<file path="src/design/wsce_pkg.sv">
// types, constants and helper functions of the second-write coset encoder
package wsce_pkg;

  localparam int CELLS = 18;
  localparam int FIXED = 5;
  localparam int FREE  = CELLS - FIXED;
  localparam int SYM_W = FREE;

  // parity column of each cell
  localparam logic [SYM_W-1:0] PARITY_COLS [0:CELLS-1] = '{
    13'h13DE, 13'h051B, 13'h0106, 13'h0A9E, 13'h0154, 13'h0379, 13'h1C64, 13'h1667, 13'h19BF,
    13'h0F53, 13'h0AC1, 13'h0414, 13'h10C9, 13'h1EC9, 13'h008F, 13'h1EA1, 13'h13E6, 13'h0B3B
  };

  typedef enum logic [1:0] {
    STATUS_OK       = 2'd0,
    STATUS_BAD_MASK = 2'd1,
    STATUS_SINGULAR = 2'd2
  } status_t;

  // one equation: coefficient bits below FREE, right-hand side at bit FREE
  typedef logic [FREE:0] row_t;
  typedef row_t [FREE-1:0] mat_t;

  typedef struct packed {
    mat_t m;
    logic ok;
  } elim_t;

  // xor of the parity columns of the set cells
  function automatic logic [SYM_W-1:0] syndrome(logic [CELLS-1:0] pat);
    logic [SYM_W-1:0] s;
    s = '0;
    for (int j = 0; j < CELLS; j++) begin
      if (pat[j]) s = s ^ PARITY_COLS[j];
    end
    return s;
  endfunction

  // rank of a free cell among the free cells below it
  function automatic logic [4:0] free_rank(logic [CELLS-1:0] mask, int j);
    logic [CELLS-1:0] low;
    low = ~mask & ((CELLS'(1) << j) - CELLS'(1));
    return 5'($countones(low));
  endfunction

  // place the free cells' columns side by side and append the target
  function automatic mat_t build_matrix(logic [CELLS-1:0] mask, logic [SYM_W-1:0] target);
    mat_t m;
    logic [4:0] idx;
    m = '0;
    for (int j = 0; j < CELLS; j++) begin
      idx = free_rank(mask, j);
      if (!mask[j] && idx < 5'(FREE)) begin
        for (int i = 0; i < FREE; i++) begin
          m[i][idx[3:0]] = PARITY_COLS[j][i];
        end
      end
    end
    for (int i = 0; i < FREE; i++) begin
      m[i][FREE] = target[i];
    end
    return m;
  endfunction

  // one gauss-jordan column: find a pivot, then clear the column in all other rows
  function automatic elim_t elim_col(mat_t m, logic [3:0] c);
    elim_t r;
    row_t  piv;
    logic  found;
    piv   = m[c];
    found = m[c][c];
    for (int k = 0; k < FREE; k++) begin
      if (k > int'(c) && !found) begin
        piv   = piv ^ m[k];
        found = piv[c];
      end
    end
    for (int k = 0; k < FREE; k++) begin
      if (4'(k) == c) r.m[k] = piv;
      else if (m[k][c]) r.m[k] = m[k] ^ piv;
      else r.m[k] = m[k];
    end
    r.ok = found;
    return r;
  endfunction

  // scatter the solved unknowns back onto their cells
  function automatic logic [CELLS-1:0] scatter(mat_t m, logic [CELLS-1:0] mask);
    logic [CELLS-1:0] res;
    logic [4:0] idx;
    res = '0;
    for (int j = 0; j < CELLS; j++) begin
      idx = free_rank(mask, j);
      if (!mask[j] && idx < 5'(FREE)) res[j] = m[idx[3:0]][FREE];
    end
    return res;
  endfunction

endpackage

</file>
<file path="src/design/wom_second_write_coset_encoder_top.sv">
// top level of the second-write coset encoder pipeline
// Accepts one transaction per cycle when the output is not stalled: one stage
// builds the 13x13 system and its target syndrome, thirteen stages each
// eliminate one column of the system, and one output stage scatters the
// solution onto the free cells and sets the status (0 ok, 1 bad fixed mask,
// 2 singular system; on either error the first-write pattern is returned
// unchanged). Every stage holds its own valid bit, so empty stages keep
// taking transactions while a result waits.
module wom_second_write_coset_encoder_top (
  input  logic                       clk,
  input  logic                       rst_n,
  input  logic                       in_valid,
  output logic                       in_stall,
  input  logic [wsce_pkg::SYM_W-1:0] in_second_symbol,
  input  logic [wsce_pkg::CELLS-1:0] in_first_pattern,
  input  logic [wsce_pkg::CELLS-1:0] in_fixed_mask,
  output logic                       out_valid,
  input  logic                       out_stall,
  output logic [wsce_pkg::CELLS-1:0] out_second_pattern,
  output logic [1:0]                 out_status
);
  import wsce_pkg::*;

  logic             valid_r [FREE+1];
  mat_t             mat_r   [FREE+1];
  logic [CELLS-1:0] pat_r   [FREE+1];
  logic [CELLS-1:0] mask_r  [FREE+1];
  logic             bad_r   [FREE+1];
  logic             sing_r  [FREE+1];
  logic             stage_rdy [FREE+1];
  logic             out_rdy;

  logic             out_valid_r;
  logic [CELLS-1:0] out_pat_r;
  status_t          out_status_r;

  mat_t             mat_nxt;
  logic             bad_nxt;
  logic [CELLS-1:0] out_pat_nxt;
  status_t          out_status_nxt;

  // back-pressure: a stage can load when it is empty or its content moves on
  assign out_rdy = !out_valid_r || !out_stall;
  assign stage_rdy[FREE] = !valid_r[FREE] || out_rdy;
  for (genvar g = 0; g < FREE; g++) begin : g_rdy
    assign stage_rdy[g] = !valid_r[g] || stage_rdy[g+1];
  end
  assign in_stall = !stage_rdy[0];

  // mask check, target syndrome and system setup
  always_comb begin
    bad_nxt = ($countones(in_fixed_mask) != FIXED) ||
              ((in_first_pattern & ~in_fixed_mask) != '0);
    mat_nxt = build_matrix(in_fixed_mask, in_second_symbol ^ syndrome(in_first_pattern));
  end

  always_ff @(posedge clk) begin
    if (!rst_n) begin
      valid_r[0] <= 1'b0;
    end else if (stage_rdy[0]) begin
      valid_r[0] <= in_valid;
    end
  end

  always_ff @(posedge clk) begin
    if (stage_rdy[0]) begin
      mat_r[0]  <= mat_nxt;
      pat_r[0]  <= in_first_pattern;
      mask_r[0] <= in_fixed_mask;
      bad_r[0]  <= bad_nxt;
      sing_r[0] <= 1'b0;
    end
  end

  // one elimination column per stage
  for (genvar g = 0; g < FREE; g++) begin : g_elim
    elim_t step;
    assign step = elim_col(mat_r[g], 4'(g));

    always_ff @(posedge clk) begin
      if (!rst_n) begin
        valid_r[g+1] <= 1'b0;
      end else if (stage_rdy[g+1]) begin
        valid_r[g+1] <= valid_r[g];
      end
    end

    always_ff @(posedge clk) begin
      if (stage_rdy[g+1]) begin
        mat_r[g+1]  <= step.m;
        pat_r[g+1]  <= pat_r[g];
        mask_r[g+1] <= mask_r[g];
        bad_r[g+1]  <= bad_r[g];
        sing_r[g+1] <= sing_r[g] | !step.ok;
      end
    end
  end

  // status priority and solution scatter
  always_comb begin
    if (bad_r[FREE]) begin
      out_status_nxt = STATUS_BAD_MASK;
      out_pat_nxt    = pat_r[FREE];
    end else if (sing_r[FREE]) begin
      out_status_nxt = STATUS_SINGULAR;
      out_pat_nxt    = pat_r[FREE];
    end else begin
      out_status_nxt = STATUS_OK;
      out_pat_nxt    = pat_r[FREE] | scatter(mat_r[FREE], mask_r[FREE]);
    end
  end

  // output register
  always_ff @(posedge clk) begin
    if (!rst_n) begin
      out_valid_r <= 1'b0;
    end else if (out_rdy) begin
      out_valid_r <= valid_r[FREE];
    end
  end

  always_ff @(posedge clk) begin
    if (out_rdy) begin
      out_pat_r    <= out_pat_nxt;
      out_status_r <= out_status_nxt;
    end
  end

  assign out_valid          = out_valid_r;
  assign out_second_pattern = out_pat_r;
  assign out_status         = out_status_r;

endmodule

</file>
<file path="config.mk">
export PLATFORM = sky130hd
export DESIGN_NAME = wom_second_write_coset_encoder_top
export DESIGN_NICKNAME = d
export VERILOG_FILES = /design/src/design/wsce_pkg.sv /design/src/design/wom_second_write_coset_encoder_top.sv
export SDC_FILE = /design/constraint.sdc
export NUM_CORES = 2
export LEC_CHECK = 0
export BUFFER_PORTS_ARGS = -buffer_cell sky130_fd_sc_hd__buf_2
export CAP_MARGIN = 20
export CORE_UTILIZATION = 50
export CTS_BUF_LIST = sky130_fd_sc_hd__clkbuf_16
export DETAILED_ROUTE_END_ITERATION = 10
export GPL_TIMING_DRIVEN = 0
export PLACE_DENSITY = 0.68
export SLEW_MARGIN = 20
export SYNTH_ARGS = -nofsm -noshare
export SYNTH_HDL_FRONTEND = slang
export SYNTH_SLANG_ARGS = --single-unit
</file>
<file path="constraint.sdc">
create_clock -name clk -period 17 [get_ports clk]
set_input_delay 3.4 -clock clk [delete_from_list [all_inputs] [get_ports clk]]
set_output_delay 3.4 -clock clk [all_outputs]
set_load 0.005 [all_outputs]
</file>
* Word level (Yosys, flattened, before mapping)
Memory sizes are Yosys's and may differ from the RTL's.
Cells that the tools add are included.
** Word-level totals
- Output and inout bits :: 22
- Memories kept :: 6
- Bits in writable memories :: 3094
- Bits in registers :: 21
- Logic and storage cells :: 1375
- Bits in read-only memories :: 0
- Input bits :: 53
- Bits in latches :: 0
** Operators by class
- Equal/unequal tests :: 1
- Reductions and logical operators :: 132
- Add/subtract/negate cells :: 83
- Magnitude comparators :: 85
- $mul :: 0
- Muxes and demuxes :: 544
- Div/mod/pow operators :: 0
- Shift-type cells :: 0
- Bitwise gates (word level) :: 521
** Memory list
- mat_r :: depth 14, bits a word 182, read ports 14, clocked after Yosys merged registers in 0, write ports 14, line wom_second_write_coset_encoder_top.sv:25 : mat_t mat_r [FREE+1];
- mask_r :: depth 14, bits a word 18, read ports 14, clocked after Yosys merged registers in 0, write ports 14, line wom_second_write_coset_encoder_top.sv:27 : logic [CELLS-1:0] mask_r [FREE+1];
- pat_r :: depth 14, bits a word 18, read ports 14, clocked after Yosys merged registers in 0, write ports 14, line wom_second_write_coset_encoder_top.sv:26 : logic [CELLS-1:0] pat_r [FREE+1];
- bad_r :: depth 14, bits a word 1, read ports 14, clocked after Yosys merged registers in 0, write ports 14, line wom_second_write_coset_encoder_top.sv:28 : logic bad_r [FREE+1];
- sing_r :: depth 14, bits a word 1, read ports 14, clocked after Yosys merged registers in 0, write ports 14, line wom_second_write_coset_encoder_top.sv:29 : logic sing_r [FREE+1];
- valid_r :: depth 14, bits a word 1, read ports 14, clocked after Yosys merged registers in 0, write ports 14, line wom_second_write_coset_encoder_top.sv:24 : logic valid_r [FREE+1];
** Operators with widths (number)
- $mux W14 :: 252
- $xor A14 B14 Y14 :: 234
- $mux W181 :: 17
- $and A14 B14 Y14 :: 103
- $or A14 B14 Y14 :: 95
- $bmux W14 S4 :: 16
- $not A14 Y14 :: 16
- $mux W1 :: 220
- $mux W169 :: 1
- $lt A4 B5 Y1 const B :: 32
- $lt A5 B4 Y1 const B :: 32
- $and A13 B13 Y13 :: 9
- $mux W13 :: 8
- $or A13 B13 Y13 :: 7
- $or A14 B2 Y14 :: 6
- $add A5 B5 Y5 :: 16
- $demux W1 S4 :: 16
- $ge A4 B1 Y1 const B :: 16
- $logic_not A1 Y1 :: 64
- $logic_and A1 B1 Y1 :: 51
- $add A1 B1 Y2 :: 25
- $mux W12 :: 4
- $add A5 B1 Y5 :: 8
- $not A8 Y8 :: 5
- 35 further kinds :: 113

* Logic depth before layout (Yosys ltp)
- Depth after elaboration :: 40
- Depth in mapped cells :: 22
- Mapped depth without buffers :: 21

* Worst setup path after synthesis
Ideal clock, no wire load.
- Path type :: in2out
- Start :: input port out_stall
- End :: output port in_stall
- Arrival time :: 13.464 ns
- Required time :: 13.600 ns
- Stages :: 11
- Slack :: 0.136 ns
- Buffers on the path :: 2
- Cells stage by stage :: and3_1 > inv_1 > nor2_1 > and2_1 > clkbuf_1 > inv_1 > nor2_1 > and2_1 > clkbuf_1 > nand3_1 > inv_1
** RTL lines
- start: declaration :: line wom_second_write_coset_encoder_top.sv:18 : input logic out_stall,
- end: declaration :: line wom_second_write_coset_encoder_top.sv:13 : output logic in_stall,

==> impl_metrics.py <==
metrics = {
    "floorplan": {
        "start_util_pct": 50.3,
        "boundaryPins": 75,
        "coreArea_sq_mm": 0.197,
        "num_rows": 163,
        "die_area_sq_mm": 0.200,
        "die_h_um": 448,
        "die_w_um": 448,
    },
    "route": {
        "drt_wl_total_um": 310000,
        "first_iter_violations": 7411,
        "dr.pass1.iters": 6,
        "drc": 0,
        "dr_total_vias": 64899,
        "wl_per_cell_um": 27.2,
        "drtAntennaViolNets": 0,
        "viasPerCell": 5.71,
    },
    "logic_synthesis": {
        "async_flop_share_pct": 0,
        "synthFlopType": "edfxtp_1",
        "synth_edf_count": 1929,
        "synth_xor_area_share_pct": 16.3,
        "synth_top_family_by_area": "XOR/XNOR gates",
        "ys_seq_area_share_pct": 58.4,
        "yosysWarnings": 0,
        "syn_area_sq_mm": 0.0992,
        "synth_compound_area_share_pct": 6.34,
        "synthDistinctLibCells": 86,
        "ys_seq_elements": 1931,
        "synth_fp_nets": 8472,
        "synth-simple-area-share_pct": 12.5,
        "syn-instance-count": 8240,
        "synthAdderAreaFrac_pct": 2.74,
        "avgSynthCellArea_sq_um": 12.0,
        "muxShareOfSynthArea_pct": 1.89,
    },
    "timing": {
        "fin_skew_ns": 0.0801,
        "max_freq_mhz": 84.6,
        "tightest_slew_ns": 1.31,
        "holdWs_ns": 0.407,
        "fin_crit_ns": 11.82,
        "setup_tns_ns": 0,
        "setup_viol": 0,
        "maxSlewHeadroom_pct": 11.8,
        "rsz0062_at_grt": "false",
        "period_share_pct": 69.5,
        "maxSlewViolCount": 0,
        "hold_viol_final": 0,
    },
    "cells_and_area": {
        "final_common_cell": "edfxtp_1",
        "area_growth_pct": 11.8,
        "layout-drive-gt1-share_pct": 7.00,
        "layout_common_cells": "1929 x edfxtp_1, 1498 x xnor2_1, 1428 x nand2_1",
        "nets": 8795,
        "final_cells": 11373,
        "finish.instance_area_sq_mm": 0.111,
    },
    "global_route": {
        "antenna_found_initial": 4,
        "grt_overflow": 0,
        "track_usage_pct": 30.8,
        "grt_pass1_wl_um": 440000,
        "grt_pass1_vias": 62967,
        "grt_start_max_net_pins": 113,
    },
    "setup_path": {
        "cp_top_family": "buffers and inverters",
        "cpMostUsedCell": "clkbuf_1",
        "max_stage_delay_ns": 0.96,
        "cp-start-kind": "input pin",
        "crit_slowest_cell": "a211oi_1",
        "critPathKind": "in -> reg",
        "cp_cell_sequence": "buf_2 -> clkbuf_1 -> inv_1 -> fa_1 -> fa_1 -> ha_1 -> a21o_1 -> a22oi_1 -> inv_1 -> clkbuf_1 -> clkbuf_1 -> buf_1 -> ha_1 -> nor3_1 -> o21ai_0 -> a211oi_1 -> and2_1 -> clkbuf_1 -> nor2_1 -> o31ai_1",
        "required_ns": 17.44,
        "crit_fanout": 12,
        "crit_buf_inv": 8,
        "crit_arrival_ns": 12.26,
        "worstSetupEndpointType": "flip-flop",
    },
    "clock_network": {
        "cts_max_path_buffers": 3,
        "hold_buffers": 0,
        "ctsResizeCount": 0,
        "cts_setup_buffers": 0,
        "clk_latency_ns": 0.86,
        "htree_levels": 4,
        "cts_tree": "built",
        "clock-sinks": 1931,
        "numCtsBuffers": 197,
        "clockRootBuffer": "clkbuf_16",
        "clkTransAtPathRegs_ns": 0.06,
    },
    "placed_design": {
        "dp.final_hpwl_um": 244000,
        "dp.cells": 11004,
        "gp_congestion": 1.01,
        "place_area_sq_mm": 0.104,
        "io_buffer_count": 74,
    },
    "job": {
        "cap_violations": 0,
    },
    "outcome": {
        "status": "completed",
    },
    "min_path": {
        "hp-class": "reg -> reg",
    },
}
==> logic make-up after synthesis <==
group                    after synthesis
XOR/XNOR                            1746
flip-flops                          1931
buffers and inverters                480
multiplexers                         136
AND/OR/NAND/NOR                     2745
adder cells (fa/ha/maj)              180
AO/OA/AOI/OAI                       1022
==> worst reg2reg max path: cells and delay by family (launching register included) <==
kind                       cells  cell delay, ns
AOI/OAI and AO/OA              1            0.30
xor gates and xnor gates       3            1.13
adders and majority gates      1            0.50
buffers and inverters          5            1.87
DFF                            1            0.61
and+or+nand+nor                5            1.64
==> layout make-up <==
type / count / area, sq um
timing repair buffer: 124 / 1340
multi-input combinational: 5829 / 39800
tap: 2640 / 3300
clock inverter: 169 / 1700
clock buffer: 197 / 4930
buffer: 325 / 1280
sequential: 1931 / 58000
fill: 16274 / 86300
inverter: 155 / 607
antenna: 3 / 7.51
==> metrics by stage <==
stage | util (%) | worst slack [ns]
final | 56.2 | 5.18
after global routing | 56.2 | 5.20
after CTS | 56.2 | 5.58
after detailed placement | 52.9 | 4.70
after global placement | 52.2 | -3.78
after floorplan | - | 0.136
==> cell usage after synthesis, types with 46 or more instances <==
master	count	area [sq um]
xor2_1	170	1490
nor2_1	400	1500
a21oi_1	283	1420
edfxtp_1	1929	57900
a21o_1	58	435
nand2_1	1433	5380
mux2i_1	91	911
xnor2_1	1515	13300
nor3_1	128	641
ha_1	116	1450
fa_1	63	1260
nor2b_1	260	1630
clkbuf_1	262	983
o21ai_0	323	1620
or3_1	90	563
nand2b_1	97	607
inv_1	155	582
nand3_1	135	676
and3_1	46	288
==> final timing paths <==
kind	from	end	slack [ns]	cells after the start
setup / recovery	in_fixed_mask[3]	mat_r[0][124]$_DFFE_PN_	5.18	20
hold / removal	mask_r[0][126]$_DFFE_PP_	mask_r[1][0]$_DFFE_PP_	0.41	0
setup reg to reg	mat_r[1][29]$_DFFE_PP_	mat_r[2][97]$_DFFE_PP_	10.66	15
hold reg to reg	mask_r[0][126]$_DFFE_PP_	mask_r[1][0]$_DFFE_PP_	0.41	0
==> state kept, by name (all words and copies together), names as in the netlist <==
signal,count
mat_r,1365
out_valid,1
out_status,2
sing_r,13
out_second_pattern,18
mask_r,252
pat_r,252
bad_r,14
valid_r,14
==> per-layer routing <==
layer,GRT usage [%],part of all wire [%],vias to the layer above
met5,0,0,-
met4,13.3,4.8,0
met3,5.15,7.5,557
met2,50.0,47,2686
met1,41.0,41,32152
li1,-,-,29504
Power is not shown: default switching activity piles up to over one toggle a cycle in this logic, so the estimate is an artifact.
